File: src/design/humidity_sensor_frame_decoder_assert.svh
// assertion macros for the humidity sensor frame decoder
// no dependencies; included by the top level only
`ifndef HUMIDITY_SENSOR_FRAME_DECODER_ASSERT_SVH
`define HUMIDITY_SENSOR_FRAME_DECODER_ASSERT_SVH
`ifndef SYNTHESIS
`define HSFD_ASSERT(lbl, prop) \
	lbl: assert property (@(posedge clk) disable iff (!arst_n) prop) \
		else $error("hsfd assertion failed");
`define HSFD_NEVER(lbl, cond) \
	lbl: assert property (@(posedge clk) disable iff (!arst_n) !(cond)) \
		else $error("hsfd forbidden condition");
`else
`define HSFD_ASSERT(lbl, prop)
`define HSFD_NEVER(lbl, cond)
`endif
`endif

File: src/design/hsfd_pkg.sv
// shared types, constants and the crc-8 byte step for the frame decoder
// no dependencies
package hsfd_pkg;

	localparam logic [7:0] CRC_INIT = 8'hFF;
	localparam logic [7:0] CRC_POLY = 8'h31;
	localparam int TEMP_SCALE = 17500;
	localparam int TEMP_OFFSET = 4500;
	localparam int HUM_SCALE = 10000;

	localparam logic KIND_MEAS = 1'b0;
	localparam logic KIND_ID = 1'b1;

	typedef struct packed {
		logic        kind;
		logic        err;
		logic [15:0] first_word;
		logic [15:0] second_word;
	} frame_t;

	function automatic logic [7:0] crc8_step(input logic [7:0] crc, input logic [7:0] b);
		logic [7:0] c;
		c = crc ^ b;
		for (int i = 0; i < 8; i++) begin
			if (c[7]) begin
				c = {c[6:0], 1'b0} ^ CRC_POLY;
			end else begin
				c = {c[6:0], 1'b0};
			end
		end
		return c;
	endfunction

endpackage

File: src/design/humidity_sensor_frame_decoder.sv
// top level of the humidity sensor frame decoder
// depends on hsfd_pkg, hsfd_frame, hsfd_conv and the assertion macro header
//
// usage:
// slave stream takes one received sensor byte per item; tdata carries the
// start-of-frame flag and the byte, tuser the frame kind (sampled on a start
// byte only). a measurement frame is six bytes, an identifier frame three.
// master stream gives one item per completed frame: kind in tuser, crc status,
// temperature and humidity in centi-units and the identifier word in tdata.
// unused or failed fields read as zero.
// throughput: one byte per cycle while s_axis_tready is high, set by the
// byte-wide crc step in hsfd_frame. the result of a frame is registered in
// the frame register, then in the conversion register.
// reset: position to byte 0, crc to 0xff, error flag and kind cleared, both
// pipeline stages empty.
// stall: a held result fills the conversion register, then the frame register;
// s_axis_tready drops only when both are full, so no item is lost.
`include "humidity_sensor_frame_decoder_assert.svh"
module humidity_sensor_frame_decoder (
	input  logic        clk,
	input  logic        arst_n,
	input  logic        s_axis_tvalid,
	output logic        s_axis_tready,
	input  logic [15:0] s_axis_tdata,  // [0] first_byte, [8:1] data_byte, rest zero
	input  logic        s_axis_tuser,  // [0] kind
	output logic        m_axis_tvalid,
	input  logic        m_axis_tready,
	output logic [47:0] m_axis_tdata,  // [0] status, [15:1] temperature_centi,
	                                   // [29:16] humidity_centi, [45:30] sensor_id
	output logic        m_axis_tuser   // [0] frame_kind
);

	logic             fr_valid;
	logic             fr_ready;
	hsfd_pkg::frame_t fr;
	logic             status;
	logic signed [14:0] temperature_centi;
	logic [13:0]      humidity_centi;
	logic [15:0]      sensor_id;

	hsfd_frame u_frame (
		.clk       (clk),
		.arst_n    (arst_n),
		.in_valid  (s_axis_tvalid),
		.in_ready  (s_axis_tready),
		.kind      (s_axis_tuser),
		.first_byte(s_axis_tdata[0]),
		.data_byte (s_axis_tdata[8:1]),
		.res_valid (fr_valid),
		.res_ready (fr_ready),
		.res       (fr)
	);

	hsfd_conv u_conv (
		.clk              (clk),
		.arst_n           (arst_n),
		.in_valid         (fr_valid),
		.in_ready         (fr_ready),
		.frame            (fr),
		.out_valid        (m_axis_tvalid),
		.out_ready        (m_axis_tready),
		.frame_kind       (m_axis_tuser),
		.status           (status),
		.temperature_centi(temperature_centi),
		.humidity_centi   (humidity_centi),
		.sensor_id        (sensor_id)
	);

	assign m_axis_tdata = {2'b00, sensor_id, humidity_centi, temperature_centi, status};

	`HSFD_ASSERT(a_err_zero, m_axis_tvalid && m_axis_tdata[0] |-> m_axis_tdata[45:1] == 45'd0)
	`HSFD_ASSERT(a_id_no_meas, m_axis_tvalid && m_axis_tuser |-> m_axis_tdata[29:1] == 29'd0)
	`HSFD_ASSERT(a_meas_no_id, m_axis_tvalid && !m_axis_tuser |-> m_axis_tdata[45:30] == 16'd0)
	`HSFD_NEVER(a_full_stall, fr_valid && !fr_ready && s_axis_tready)

endmodule

File: src/design/hsfd_frame.sv
// byte framing and crc-8 check, one byte per cycle while in_ready is high
// depends on hsfd_pkg; hands a completed frame to the conversion stage
module hsfd_frame (
	input  logic            clk,
	input  logic            arst_n,
	input  logic            in_valid,
	output logic            in_ready,
	input  logic            kind,
	input  logic            first_byte,
	input  logic [7:0]      data_byte,
	output logic            res_valid,
	input  logic            res_ready,
	output hsfd_pkg::frame_t res
);

	typedef enum logic [2:0] {
		POS_W0_HI  = 3'd0,
		POS_W0_LO  = 3'd1,
		POS_W0_CRC = 3'd2,
		POS_W1_HI  = 3'd3,
		POS_W1_LO  = 3'd4,
		POS_W1_CRC = 3'd5
	} pos_t;

	pos_t        pos_q, pos_cur, pos_n;
	logic [7:0]  crc_q, crc_cur, crc_n;
	logic        err_q, err_cur, err_n;
	logic        kind_q, kind_cur;
	logic [15:0] fw_q, fw_n;
	logic [15:0] sw_q, sw_n;
	logic        done;
	logic        accept;
	logic        valid_s1;
	hsfd_pkg::frame_t res_s1;

	assign in_ready = !valid_s1 || res_ready;
	assign accept = in_valid && in_ready;

	always_comb begin
		pos_cur = first_byte ? POS_W0_HI : pos_q;
		crc_cur = first_byte ? hsfd_pkg::CRC_INIT : crc_q;
		err_cur = first_byte ? 1'b0 : err_q;
		kind_cur = first_byte ? kind : kind_q;
		crc_n = crc_cur;
		err_n = err_cur;
		fw_n = fw_q;
		sw_n = sw_q;
		done = 1'b0;
		unique case (pos_cur)
			POS_W0_HI: begin
				fw_n = {data_byte, fw_q[7:0]};
				crc_n = hsfd_pkg::crc8_step(crc_cur, data_byte);
			end
			POS_W0_LO: begin
				fw_n = {fw_q[15:8], data_byte};
				crc_n = hsfd_pkg::crc8_step(crc_cur, data_byte);
			end
			POS_W0_CRC: begin
				err_n = err_cur || (crc_cur != data_byte);
				crc_n = hsfd_pkg::CRC_INIT;
				done = (kind_cur == hsfd_pkg::KIND_ID);
			end
			POS_W1_HI: begin
				sw_n = {data_byte, sw_q[7:0]};
				crc_n = hsfd_pkg::crc8_step(crc_cur, data_byte);
			end
			POS_W1_LO: begin
				sw_n = {sw_q[15:8], data_byte};
				crc_n = hsfd_pkg::crc8_step(crc_cur, data_byte);
			end
			default: begin
				err_n = err_cur || (crc_cur != data_byte);
				done = 1'b1;
			end
		endcase
		pos_n = done ? POS_W0_HI : pos_t'(pos_cur + 3'd1);
	end

	always_ff @(posedge clk or negedge arst_n) begin
		if (!arst_n) begin
			pos_q <= POS_W0_HI;
			crc_q <= hsfd_pkg::CRC_INIT;
			err_q <= 1'b0;
			kind_q <= hsfd_pkg::KIND_MEAS;
			valid_s1 <= 1'b0;
		end else begin
			if (accept) begin
				pos_q <= pos_n;
				crc_q <= done ? hsfd_pkg::CRC_INIT : crc_n;
				err_q <= done ? 1'b0 : err_n;
				kind_q <= kind_cur;
			end
			valid_s1 <= (valid_s1 && !res_ready) || (accept && done);
		end
	end

	// words and the frame record carry no reset
	always_ff @(posedge clk) begin
		if (accept) begin
			fw_q <= fw_n;
			sw_q <= sw_n;
			if (done) begin
				res_s1 <= '{kind: kind_cur, err: err_n, first_word: fw_n, second_word: sw_n};
			end
		end
	end

	assign res_valid = valid_s1;
	assign res = res_s1;

endmodule

File: src/design/hsfd_conv.sv
// converts raw words of a completed frame to centi-units into the result register
// depends on hsfd_pkg; divide by 65535 done as (x + (x >> 16) + 1) >> 16
module hsfd_conv (
	input  logic             clk,
	input  logic             arst_n,
	input  logic             in_valid,
	output logic             in_ready,
	input  hsfd_pkg::frame_t frame,
	output logic             out_valid,
	input  logic             out_ready,
	output logic             frame_kind,
	output logic             status,
	output logic signed [14:0] temperature_centi,
	output logic [13:0]      humidity_centi,
	output logic [15:0]      sensor_id
);

	logic [30:0] t_prod;
	logic [31:0] t_sum;
	logic [15:0] t_quo;
	logic [29:0] h_prod;
	logic [30:0] h_sum;
	logic [14:0] h_quo;
	logic signed [14:0] temp_n;
	logic [13:0] hum_n;
	logic [15:0] id_n;
	logic        valid_s2;
	logic        kind_s2, status_s2;
	logic signed [14:0] temp_s2;
	logic [13:0] hum_s2;
	logic [15:0] id_s2;

	assign in_ready = !valid_s2 || out_ready;

	always_comb begin
		t_prod = 31'(hsfd_pkg::TEMP_SCALE) * {15'd0, frame.first_word};
		t_sum = {1'b0, t_prod} + {17'd0, t_prod[30:16]} + 32'd1;
		t_quo = t_sum[31:16];
		h_prod = 30'(hsfd_pkg::HUM_SCALE) * {14'd0, frame.second_word};
		h_sum = {1'b0, h_prod} + {17'd0, h_prod[29:16]} + 31'd1;
		h_quo = h_sum[30:16];
		temp_n = '0;
		hum_n = '0;
		id_n = '0;
		if (!frame.err) begin
			if (frame.kind == hsfd_pkg::KIND_ID) begin
				id_n = frame.first_word;
			end else begin
				temp_n = $signed(t_quo[14:0]) - 15'(hsfd_pkg::TEMP_OFFSET);
				hum_n = h_quo[13:0];
			end
		end
	end

	always_ff @(posedge clk or negedge arst_n) begin
		if (!arst_n) begin
			valid_s2 <= 1'b0;
		end else if (in_ready) begin
			valid_s2 <= in_valid;
		end
	end

	always_ff @(posedge clk) begin
		if (in_valid && in_ready) begin
			kind_s2 <= frame.kind;
			status_s2 <= frame.err;
			temp_s2 <= temp_n;
			hum_s2 <= hum_n;
			id_s2 <= id_n;
		end
	end

	assign out_valid = valid_s2;
	assign frame_kind = kind_s2;
	assign status = status_s2;
	assign temperature_centi = temp_s2;
	assign humidity_centi = hum_s2;
	assign sensor_id = id_s2;

endmodule
File: config.mk
export PLATFORM = sky130hd
export DESIGN_NAME = humidity_sensor_frame_decoder
export DESIGN_NICKNAME = d
export VERILOG_FILES = /design/src/design/hsfd_pkg.sv /design/src/design/humidity_sensor_frame_decoder.sv /design/src/design/hsfd_frame.sv /design/src/design/hsfd_conv.sv
export VERILOG_INCLUDE_DIRS = /design/src /design/src/design
export SDC_FILE = /design/constraint.sdc
export NUM_CORES = 1
export LEC_CHECK = 0
export ABC_AREA = 1
export BUFFER_PORTS_ARGS = -buffer_cell sky130_fd_sc_hd__buf_4
export CAP_MARGIN = 20
export CELL_PAD_IN_SITES_DETAIL_PLACEMENT = 1
export CELL_PAD_IN_SITES_GLOBAL_PLACEMENT = 2
export CORE_MARGIN = 1.5
export CORE_UTILIZATION = 35
export CTS_CLUSTER_DIAMETER = 150
export DETAILED_ROUTE_END_ITERATION = 8
export HOLD_SLACK_MARGIN = 0.12
export PLACE_DENSITY_LB_ADDON = 0.1
export SLEW_MARGIN = 20
export SYNTH_ARGS = -nofsm -noshare
export SYNTH_HDL_FRONTEND = slang
export SYNTH_SLANG_ARGS = --single-unit
File: constraint.sdc
create_clock -name clk -period 6.1 [get_ports clk]
set_clock_uncertainty 0.15 [all_clocks]
set_input_delay 0.61 -clock clk [delete_from_list [all_inputs] [get_ports clk]]
set_output_delay 0.61 -clock clk [all_outputs]
set_load 0.05 [all_outputs]
After elaboration in Yosys (flattened, before gate mapping)
Cells that the tools add are included.
- magnitude comparators: 0
- multiply operators: 2
- reductions and logical operators: 16
- bitwise operators: 31
- muxes and demuxes: 69
- equality and inequality tests: 5
- shift-type cells: 0
- div/mod/pow operators: 0
- $add $sub $neg: 6
- operators by type and width (kind ; number):
    8-bit two-way mux ; 30
    6-bit two-way mux ; 29
    3-bit inverter ; 29
    16-bit one-hot mux with 2 select lines ; 2
    8-bit one-hot mux with 5 select lines ; 1
    31-bit by 1-bit adder with 31-bit output (second input constant) ; 1
    31-bit by 15-bit adder with 31-bit output ; 1
    30-bit by 1-bit adder with 30-bit output (second input constant) ; 1
    30-bit by 14-bit adder with 30-bit output ; 1
    13-bit by 16-bit multiplier with 29-bit output (first input constant) ; 1
    10-bit by 16-bit multiplier with 26-bit output (first input constant) ; 1
    15-bit by 14-bit subtractor with 15-bit output (second input constant) ; 1
    8-bit != test ; 1
    8-bit XOR ; 1
    3-bit by 2-bit == test with 1-bit output (second input constant) ; 2
    3-bit two-way mux ; 2
    1-bit logical AND ; 4
    1-bit logical OR ; 4
    1-bit two-way mux ; 4
    2-bit OR reduction ; 2
    4-bit OR reduction ; 1
    3-bit by 1-bit adder with 3-bit output (second input constant) ; 1
    3-bit by 1-bit == test with 1-bit output (second input constant) ; 1
    3-bit == test (second input constant) ; 1
    5 further kinds ; 7
- bits of input ports: 21
- memories: 0
- flip-flop bits (word level): 128
- output and inout bits: 51
- memory bits (read-only): 0
- latch bits: 0
- bits in writable memories: 0
- logic and storage cells: 146

Depth between registers and ports, before layout
Gate-level depths: netlist (run 1).
- depth after elaboration: 27
- gate-level depth with buffers: 40
- gate-level depth less buffers: 40

Modules after synthesis
Synthesis (run 1) repeated with hierarchy kept, for this count alone.
- cells, all modules: 1792
- area, all modules: 14287.5 µm²
- modules (own cells, without submodules) (module ; cells an instance ; seq. area each (µm²) ; instances ; area an instance (µm²)):
    hsfd_conv ; 1473 ; 1436.4 ; 1 ; 10650.2
    hsfd_frame ; 315 ; 2342.2 ; 1 ; 3611.0
    humidity_sensor_frame_decoder ; 4 ; 0.0 ; 1 ; 26.3

Worst setup path before layout (run 1)
OpenSTA, ideal clock, no wires.
- kind: reg2reg
- start point: reg u_frame.res_s1, in the netlist u_frame.res[25]
- end point: reg u_conv.temp_s2[12] (netlist: u_conv.temperature_centi[12]), data pin
- arrival time: 5.772 ns
- cell stages (with the launch flop): 36
- setup time: 0.255 ns
- buffers on the path: 0
- path slack: -0.076 ns
- data required time: 5.695 ns
- period minus slack after synthesis: 6.176 ns
- cells stage by stage: edfxtp_1 -> ha_1 -> fa_1 -> ha_1 -> fa_1 -> inv_1 -> fa_1 -> inv_1 -> ha_1 -> nand2_1 -> inv_1 -> a21oi_2 -> nand2_2 -> nand2_2 -> nand3_4 -> nand2_1 -> nand3_1 -> nand2_1 -> inv_1 -> ha_1 -> nand2_1 -> nor2_1 -> inv_1 -> nor3_1 -> nand2_1 -> nand3_1 -> nand2_1 -> nand2_1 -> nand2_1 -> ha_1 -> inv_1 -> nand3_1 -> nand3_1 -> nand3_1 -> a21oi_1 -> nor2_1
- word-level cells in the longest chain between the ends: 4
- RTL lines (what ; RTL line ; text):
    start: declaration ; hsfd_frame.sv:34 ; hsfd_pkg::frame_t res_s1;
    start signal: assignment ; hsfd_frame.sv:103 ; res_s1 <= '{kind: kind_cur, err: err_n, first_word: fw_n, second_word: sw_n};
    13-bit by 16-bit multiplier with 29-bit output ; hsfd_conv.sv:36 ; t_prod = 31'(hsfd_pkg::TEMP_SCALE) * {15'd0, frame.first_word};
    31-bit by 15-bit adder with 31-bit output ; hsfd_conv.sv:37 ; t_sum = {1'b0, t_prod} + {17'd0, t_prod[30:16]} + 32'd1;
    31-bit by 1-bit adder with 31-bit output ; hsfd_conv.sv:37 ;
    15-bit by 14-bit subtractor with 15-bit output ; hsfd_conv.sv:49 ; temp_n = $signed(t_quo[14:0]) - 15'(hsfd_pkg::TEMP_OFFSET);
    end signal: assignment ; hsfd_conv.sv:67 ; temp_s2 <= temp_n;
    end: declaration ; hsfd_conv.sv:29 ; logic signed [14:0] temp_s2;
Every way passes these cells.
A chain may end at the register's enable or synchronous reset.

Final worst setup path (run 1)
- start point: reg u_frame.res_s1, in the netlist u_frame.res[24]
- end point: reg u_conv.temp_s2[2] (netlist: u_conv.temperature_centi[2]), data pin
The elaborated chain is that of the path after synthesis.

==> flow_summary.toml, run 1 <==
[run_status]
outcome = "finished, violations left"
violations = "setup timing"

[placement]
place_ws_ns = -0.5742
io_buffers = 62
place_congestion = 0.8505
dpl-instance-area_mm2 = 0.01679
place_hpwl_mm = 33.44
dp_cells = 2524

[worst_setup_path]
rrSetupSlack_ns = -0.17
cp_slowest_cell = "fa_2"
r2r_cells = 33
worstSetupEndpoint = "u_conv.temperature_centi[2]"
cp.arrival_ns = 6.42
startpoint = "u_frame.res[24]"
crit_required_ns = 6.24
crit_top_cell = "buf_4"
crit_fanout = 4
cp-end-kind = "register"
critical_path_class = "register to register"
r2r_start = "u_frame.res[24]"
r2r_end = "u_conv.temperature_centi[2]"
critPathMaxStageDelay_ns = 0.57
worstSetupStartpointType = "register"

[clock_tree]
cts-root-buf = "clkbuf_16"
cts_sinks = 128
htreeDepth = 4
cts_buffer_depth = 2
clk_latency_ns = 0.46
cts_buffers = 17
cts_tree = "yes"
clk_pin_slew_ns = 0.06

[synthesis]
async_reset_ff_frac = 0.1172
yosysTopAreaCellShare = 0.2457
synth_fa_ha_area_frac = 0.2926
synth_area_leaders = "edfxtp_1 (25%), ha_1 (18%), fa_1 (12%), inv_1 (11%), nand2_1 (8.6%)"
netlist_instances = 1709
synth-simple-area-share = 0.2113
synth-compound-area-share = 0.07655
synth_top_cell_by_area = "edfxtp_1"
synthMuxAreaShare = 0
synth_commonest_cells = "inv_1 (390), nand2_1 (317), ha_1 (195)"
ys.flop_type = "edfxtp_1"
synth.most_common_cell = "inv_1"
netlist_area_mm2 = 0.01381
avgSynthCellArea_um2 = 8.082
synth-xor-area-share = 0.03107
synth_cell_types = 49
ys_seq_area_frac = 0.2736
synth_edf_count = 113
synth_top_family_by_area = "adder cells"
synth_seq_cells = 128
ys_warn_count = 0

[sta]
setup_viol = 12
final.min_clock_period_ns = 6.273
finalWorstSetupSlack_ns = -0.1731
fin_crit_sh = 1.028
hold_violations = 0
maxSlewViolCount = 0
tightest_slew_ns = 0.7345
rsz0062_at_grt = "true"
fmax_mhz = 159.4
slew_headroom = 0.5103

[detailed_routing]
via_count = 12590
drc = 0
ant_nets = 0
vias_per_cell = 4.753
dr.pass1.iters = 5
wl_per_cell_um = 16.35
drt-total-wl_mm = 43.31
dr.first_iter.drc_count = 435

[global_routing]
track_usage = 0.2201
grt_max_degree = 48
overflow = 0
grt_pass1_wl_mm = 70.37
antenna_found_initial = 0
grt_pass1_vias = 13760

[final_layout]
area_growth_pct = 44.81
design_area_mm2 = 0.02000
multi_input_area_mm2 = 0.01031
seqCellArea_mm2 = 0.003779
fill_cells = 4595
layout-drive-gt1-share = 0.3932
final_util = 0.5151
diodes = 0
final_nets = 2414
final_cell_count_no_fill = 2649

[floorplanning]
initial_core_util = 0.3557
num_io_pins = 72
coreArea_mm2 = 0.03883
dieArea_mm2 = 0.04066
die_h_um = 201.7
core.rowCount = 72
die_x_um = 201.7

[flow_run]
maxCapViolCount = 0

[hold_path]
hold_class = "input port to register"
cell families (layout without fill, tap and decap cells):
| group | count (synthesis) | after routing |
|---|---|---|
| compound gates | 197 | 197 |
| xor+xnor | 46 | 46 |
| fa+ha+maj | 275 | 275 |
| buf+inv | 416 | 837 |
| flops | 128 | 128 |
| other cells | 1 | 2 |
| simple gates | 646 | 646 |
sequential cells by signal, summed over array words and instances, names as in the netlist:
name / flops
u_frame.fw_q: 16
u_frame.kind_q: 1
u_frame.err_q: 1
u_frame.pos_q: 3
u_conv.frame_kind: 1
u_frame.sw_q: 16
u_frame.res: 34
u_frame.res_valid: 1
u_conv.out_valid: 1
u_conv.temperature_centi: 15
u_frame.crc_q: 8
u_conv.sensor_id: 16
u_conv.status: 1
u_conv.humidity_centi: 14
area by class of cell:
type	count	share of cell area
multi-input cells	1166	0.5155
inverters	402	0.07594
clock buffers	18	0.02146
clock inverters	14	0.009008
well taps	518	0.03240
repair buffers	403	0.1568
flip-flops and latches	128	0.1889
how the worst min path moves through the flow:
stage | from | endpoint | slack, ns | cells past startpoint
global route | m_axis_tready | u_conv.out_valid | 0.33 | 4
global placement | arst_n | u_frame.pos_q[1] | 0.33 | 1
floorplan | arst_n | u_conv.out_valid | 0.16 | 0
finish | m_axis_tready | u_conv.out_valid | 0.32 | 4
CTS | m_axis_tready | u_conv.out_valid | 0.28 | 4
detailed placement | arst_n | u_frame.pos_q[0] | 0.33 | 1
worst max-delay path, delay by kind of cell, from the launching register on:
kind / cells / cell delay, ns
AOI/OAI and AO/OA: 3 / 0.39
buffers and inverters: 12 / 1.31
DFF: 1 / 0.45
adders and majority gates: 7 / 2.64
and+or+nand+nor: 11 / 1.15
through the flow:
| step | hold slack [ns] | setup TNS (ns) |
|---|---|---|
| finish | 0.3158 | -1.040 |
| global route | 0.3270 | -7.071 |
| CTS | 0.2846 | -0.7102 |
| detailed placement | 0.3333 | -8.806 |
| global placement | 0.3285 | -5.740 |
| floorplan | 0.1644 | 0 |
placed cells by master, fill, tap and decap left out, types with 11 or more instances in the layout:
cell         n
nor2_1     105
clkbuf_16   17
nand4_1     23
nor2_4      18
inv_1      347
ha_4        52
xor2_1      27
edfxtp_1   113
ha_1       143
o21ai_2     11
nand3_4     11
buf_4      378
a21oi_2     28
nand2_4     32
o21ai_0     75
nand2_2     88
a21oi_1     38
fa_1        76
inv_2       48
a21oi_4     11
nand3_1     54
nor2_2      25
nand2_1    233
nand3_2     35
buf_6       22
routing by layer:
layer  up-vias  share of wire  GRT usage
met5         -              0          0
met4         0          0.010    0.04771
met1      6191           0.45     0.2776
met3        31          0.020    0.02527
met2       110           0.52     0.4014
li1       6260              -          -
timing repair:
item	4_1_cts	5_1_grt
pin swaps	134	155
setup buffers	65	32
resized for setup	240	185
hold endpoints to repair	15	0
endpoints found under the setup margin	27	28
hold buffers	1	0
Power of run 1 is not shown: default switching activity piles up to over one toggle a cycle in this logic, so the estimate is an artifact.
==> run 2, diff against run 1 <==
--- a/config.mk
+++ b/config.mk
@@ -17,6 +17,7 @@
 export DETAILED_ROUTE_END_ITERATION = 8
 export HOLD_SLACK_MARGIN = 0.12
 export PLACE_DENSITY_LB_ADDON = 0.1
+export SETUP_SLACK_MARGIN = 0.15
 export SLEW_MARGIN = 20
 export SYNTH_ARGS = -nofsm -noshare
 export SYNTH_HDL_FRONTEND = slang
==> flow_summary.toml, run 2 (same netlist as run 1, synthesis figures left out) <==
[sta]
rsz0062_at_grt = "true"
setup_viol = 18
slew_headroom = 0.5180
tightest_slew_ns = 0.7230
maxSlewViolCount = 0
fmax_mhz = 160.1
finalWorstSetupSlack_ns = -0.1471
hold_violations = 0
fin_crit_sh = 1.024
final.min_clock_period_ns = 6.247

[worst_setup_path]
critical_path_class = "register to register"
cp.arrival_ns = 6.29
cp.buffers_inverters = 11
cp_num_cells = 33
critPathMaxStageDelay_ns = 0.50
crit_fanout = 5
crit_top_cell = "inv_2"
worstSetupStartpointType = "register"
r2r_start = "u_frame.res[26]"
rrSetupSlack_ns = -0.15
worstSetupEndpoint = "u_conv.temperature_centi[8]"
crit_required_ns = 6.15
startpoint = "u_frame.res[26]"
r2r_end = "u_conv.temperature_centi[8]"
cp_slowest_cell = "fa_1"
crit_family = "adder cells"
r2r_cells = 33
cp-end-kind = "register"

[global_routing]
antenna_found_initial = 0
overflow = 0
grt_max_degree = 48
grt_pass1_vias = 13710
grt_pass1_wl_mm = 68.70
track_usage = 0.2140

[detailed_routing]
vias_per_cell = 4.725
dr.pass1.iters = 5
ant_nets = 0
drt-total-wl_mm = 41.86
drc = 0
via_count = 12430
dr.first_iter.drc_count = 389
wl_per_cell_um = 15.92

[final_layout]
layout-drive-gt1-share = 0.3551
area_growth_pct = 40.28
layout_common_cells = "buf_4 (364), inv_1 (358), nand2_1 (255), ha_1 (154), edfxtp_1 (113)"
diodes = 0
largest_register_ffs = 34
final_nets = 2395
layout_commonest_cell = "buf_4"

[placement]
io_buffers = 62
place_hpwl_mm = 33.20
place_congestion = 0.8814
place_ws_ns = -0.4581

[clock_tree]
cts_tree = "yes"
cts-root-buf = "clkbuf_16"
cts_buffers = 17
htreeDepth = 4
clk_pin_slew_ns = 0.06
clk_latency_ns = 0.46
cts_sinks = 128
cts_buffer_depth = 2

[floorplanning]
initial_core_util = 0.3557
num_io_pins = 72
die_x_um = 201.7
coreArea_mm2 = 0.03883
die_h_um = 201.7
core.rowCount = 72
dieArea_mm2 = 0.04066

[hold_path]
hold_class = "input port to register"
worstHoldStart = "m_axis_tready"

[run_status]
outcome = "finished, violations left"
violations = "setup timing"

[flow_run]
maxCapViolCount = 0
run 2: cell count changes in the layout (fill, tap and decap cells not counted), sizes merged:
cell | previous run | this run
bufinv | 3 | 4
clkinvlp | 2 | 3
buf | 402 | 383
inv | 405 | 403
run 2: worst min path at each step:
stage	endpoint	cells past startpoint
4_1_cts	u_conv.out_valid	4
3_3_place_gp	u_frame.pos_q[2]	1
2_1_floorplan	u_conv.out_valid	0
5_1_grt	u_conv.out_valid	4
6_report	u_conv.out_valid	4
3_5_place_dp	u_frame.pos_q[0]	1
run 2: metal layers:
| layer | share of wire | up-vias | GRT usage |
|---|---|---|---|
| met3 | 0.018 | 41 | 0.02753 |
| met5 | 0 | - | 0 |
| met1 | 0.46 | 6064 | 0.2655 |
| met2 | 0.51 | 101 | 0.3851 |
| li1 | - | 6222 | - |
| met4 | 0.021 | 0 | 0.06450 |
run 2: worst min-delay path: stages:
cell and delay [ns]:
buf_4 0.07, inv_1 0.07, nand2_1 0.07, nand2_1 0.04
run 2: what timing repair did:
item,in CTS,in global routing
pin swaps,131,54
setup endpoints to repair,27,28
hold buffers,1,0
gates resized for setup,205,99
setup buffers,60,22
endpoints found under the hold margin,15,0
run 2: metrics by stage:
stage	cell area [um2]	hold WS, ns	std cells	utilization	setup TNS (ns)
final	19380	0.3036	2630	0.4990	-1.177
after global routing	19380	0.3227	2630	0.4990	-8.314
after CTS	18830	0.2824	2608	0.4851	-0.1587
after detailed placement	16790	0.3319	2515	0.4326	-7.626
after global placement	16790	0.3312	2515	0.4326	-4.299
after floorplan	13940	0.1644	1710	-	0
run 2: area by class of cell:
| class | count | area (um2) |
|---|---|---|
| inverters | 402 | 1516 |
| clock buffers | 18 | 429.2 |
| fillers | 4659 | 19450 |
| well taps | 518 | 648.1 |
| repair buffers | 384 | 2974 |
| flip-flops and latches | 128 | 3779 |
| multi-input cells | 1166 | 9826 |
| clock inverters | 14 | 203.9 |
Power of run 2 is left out for the same reason.
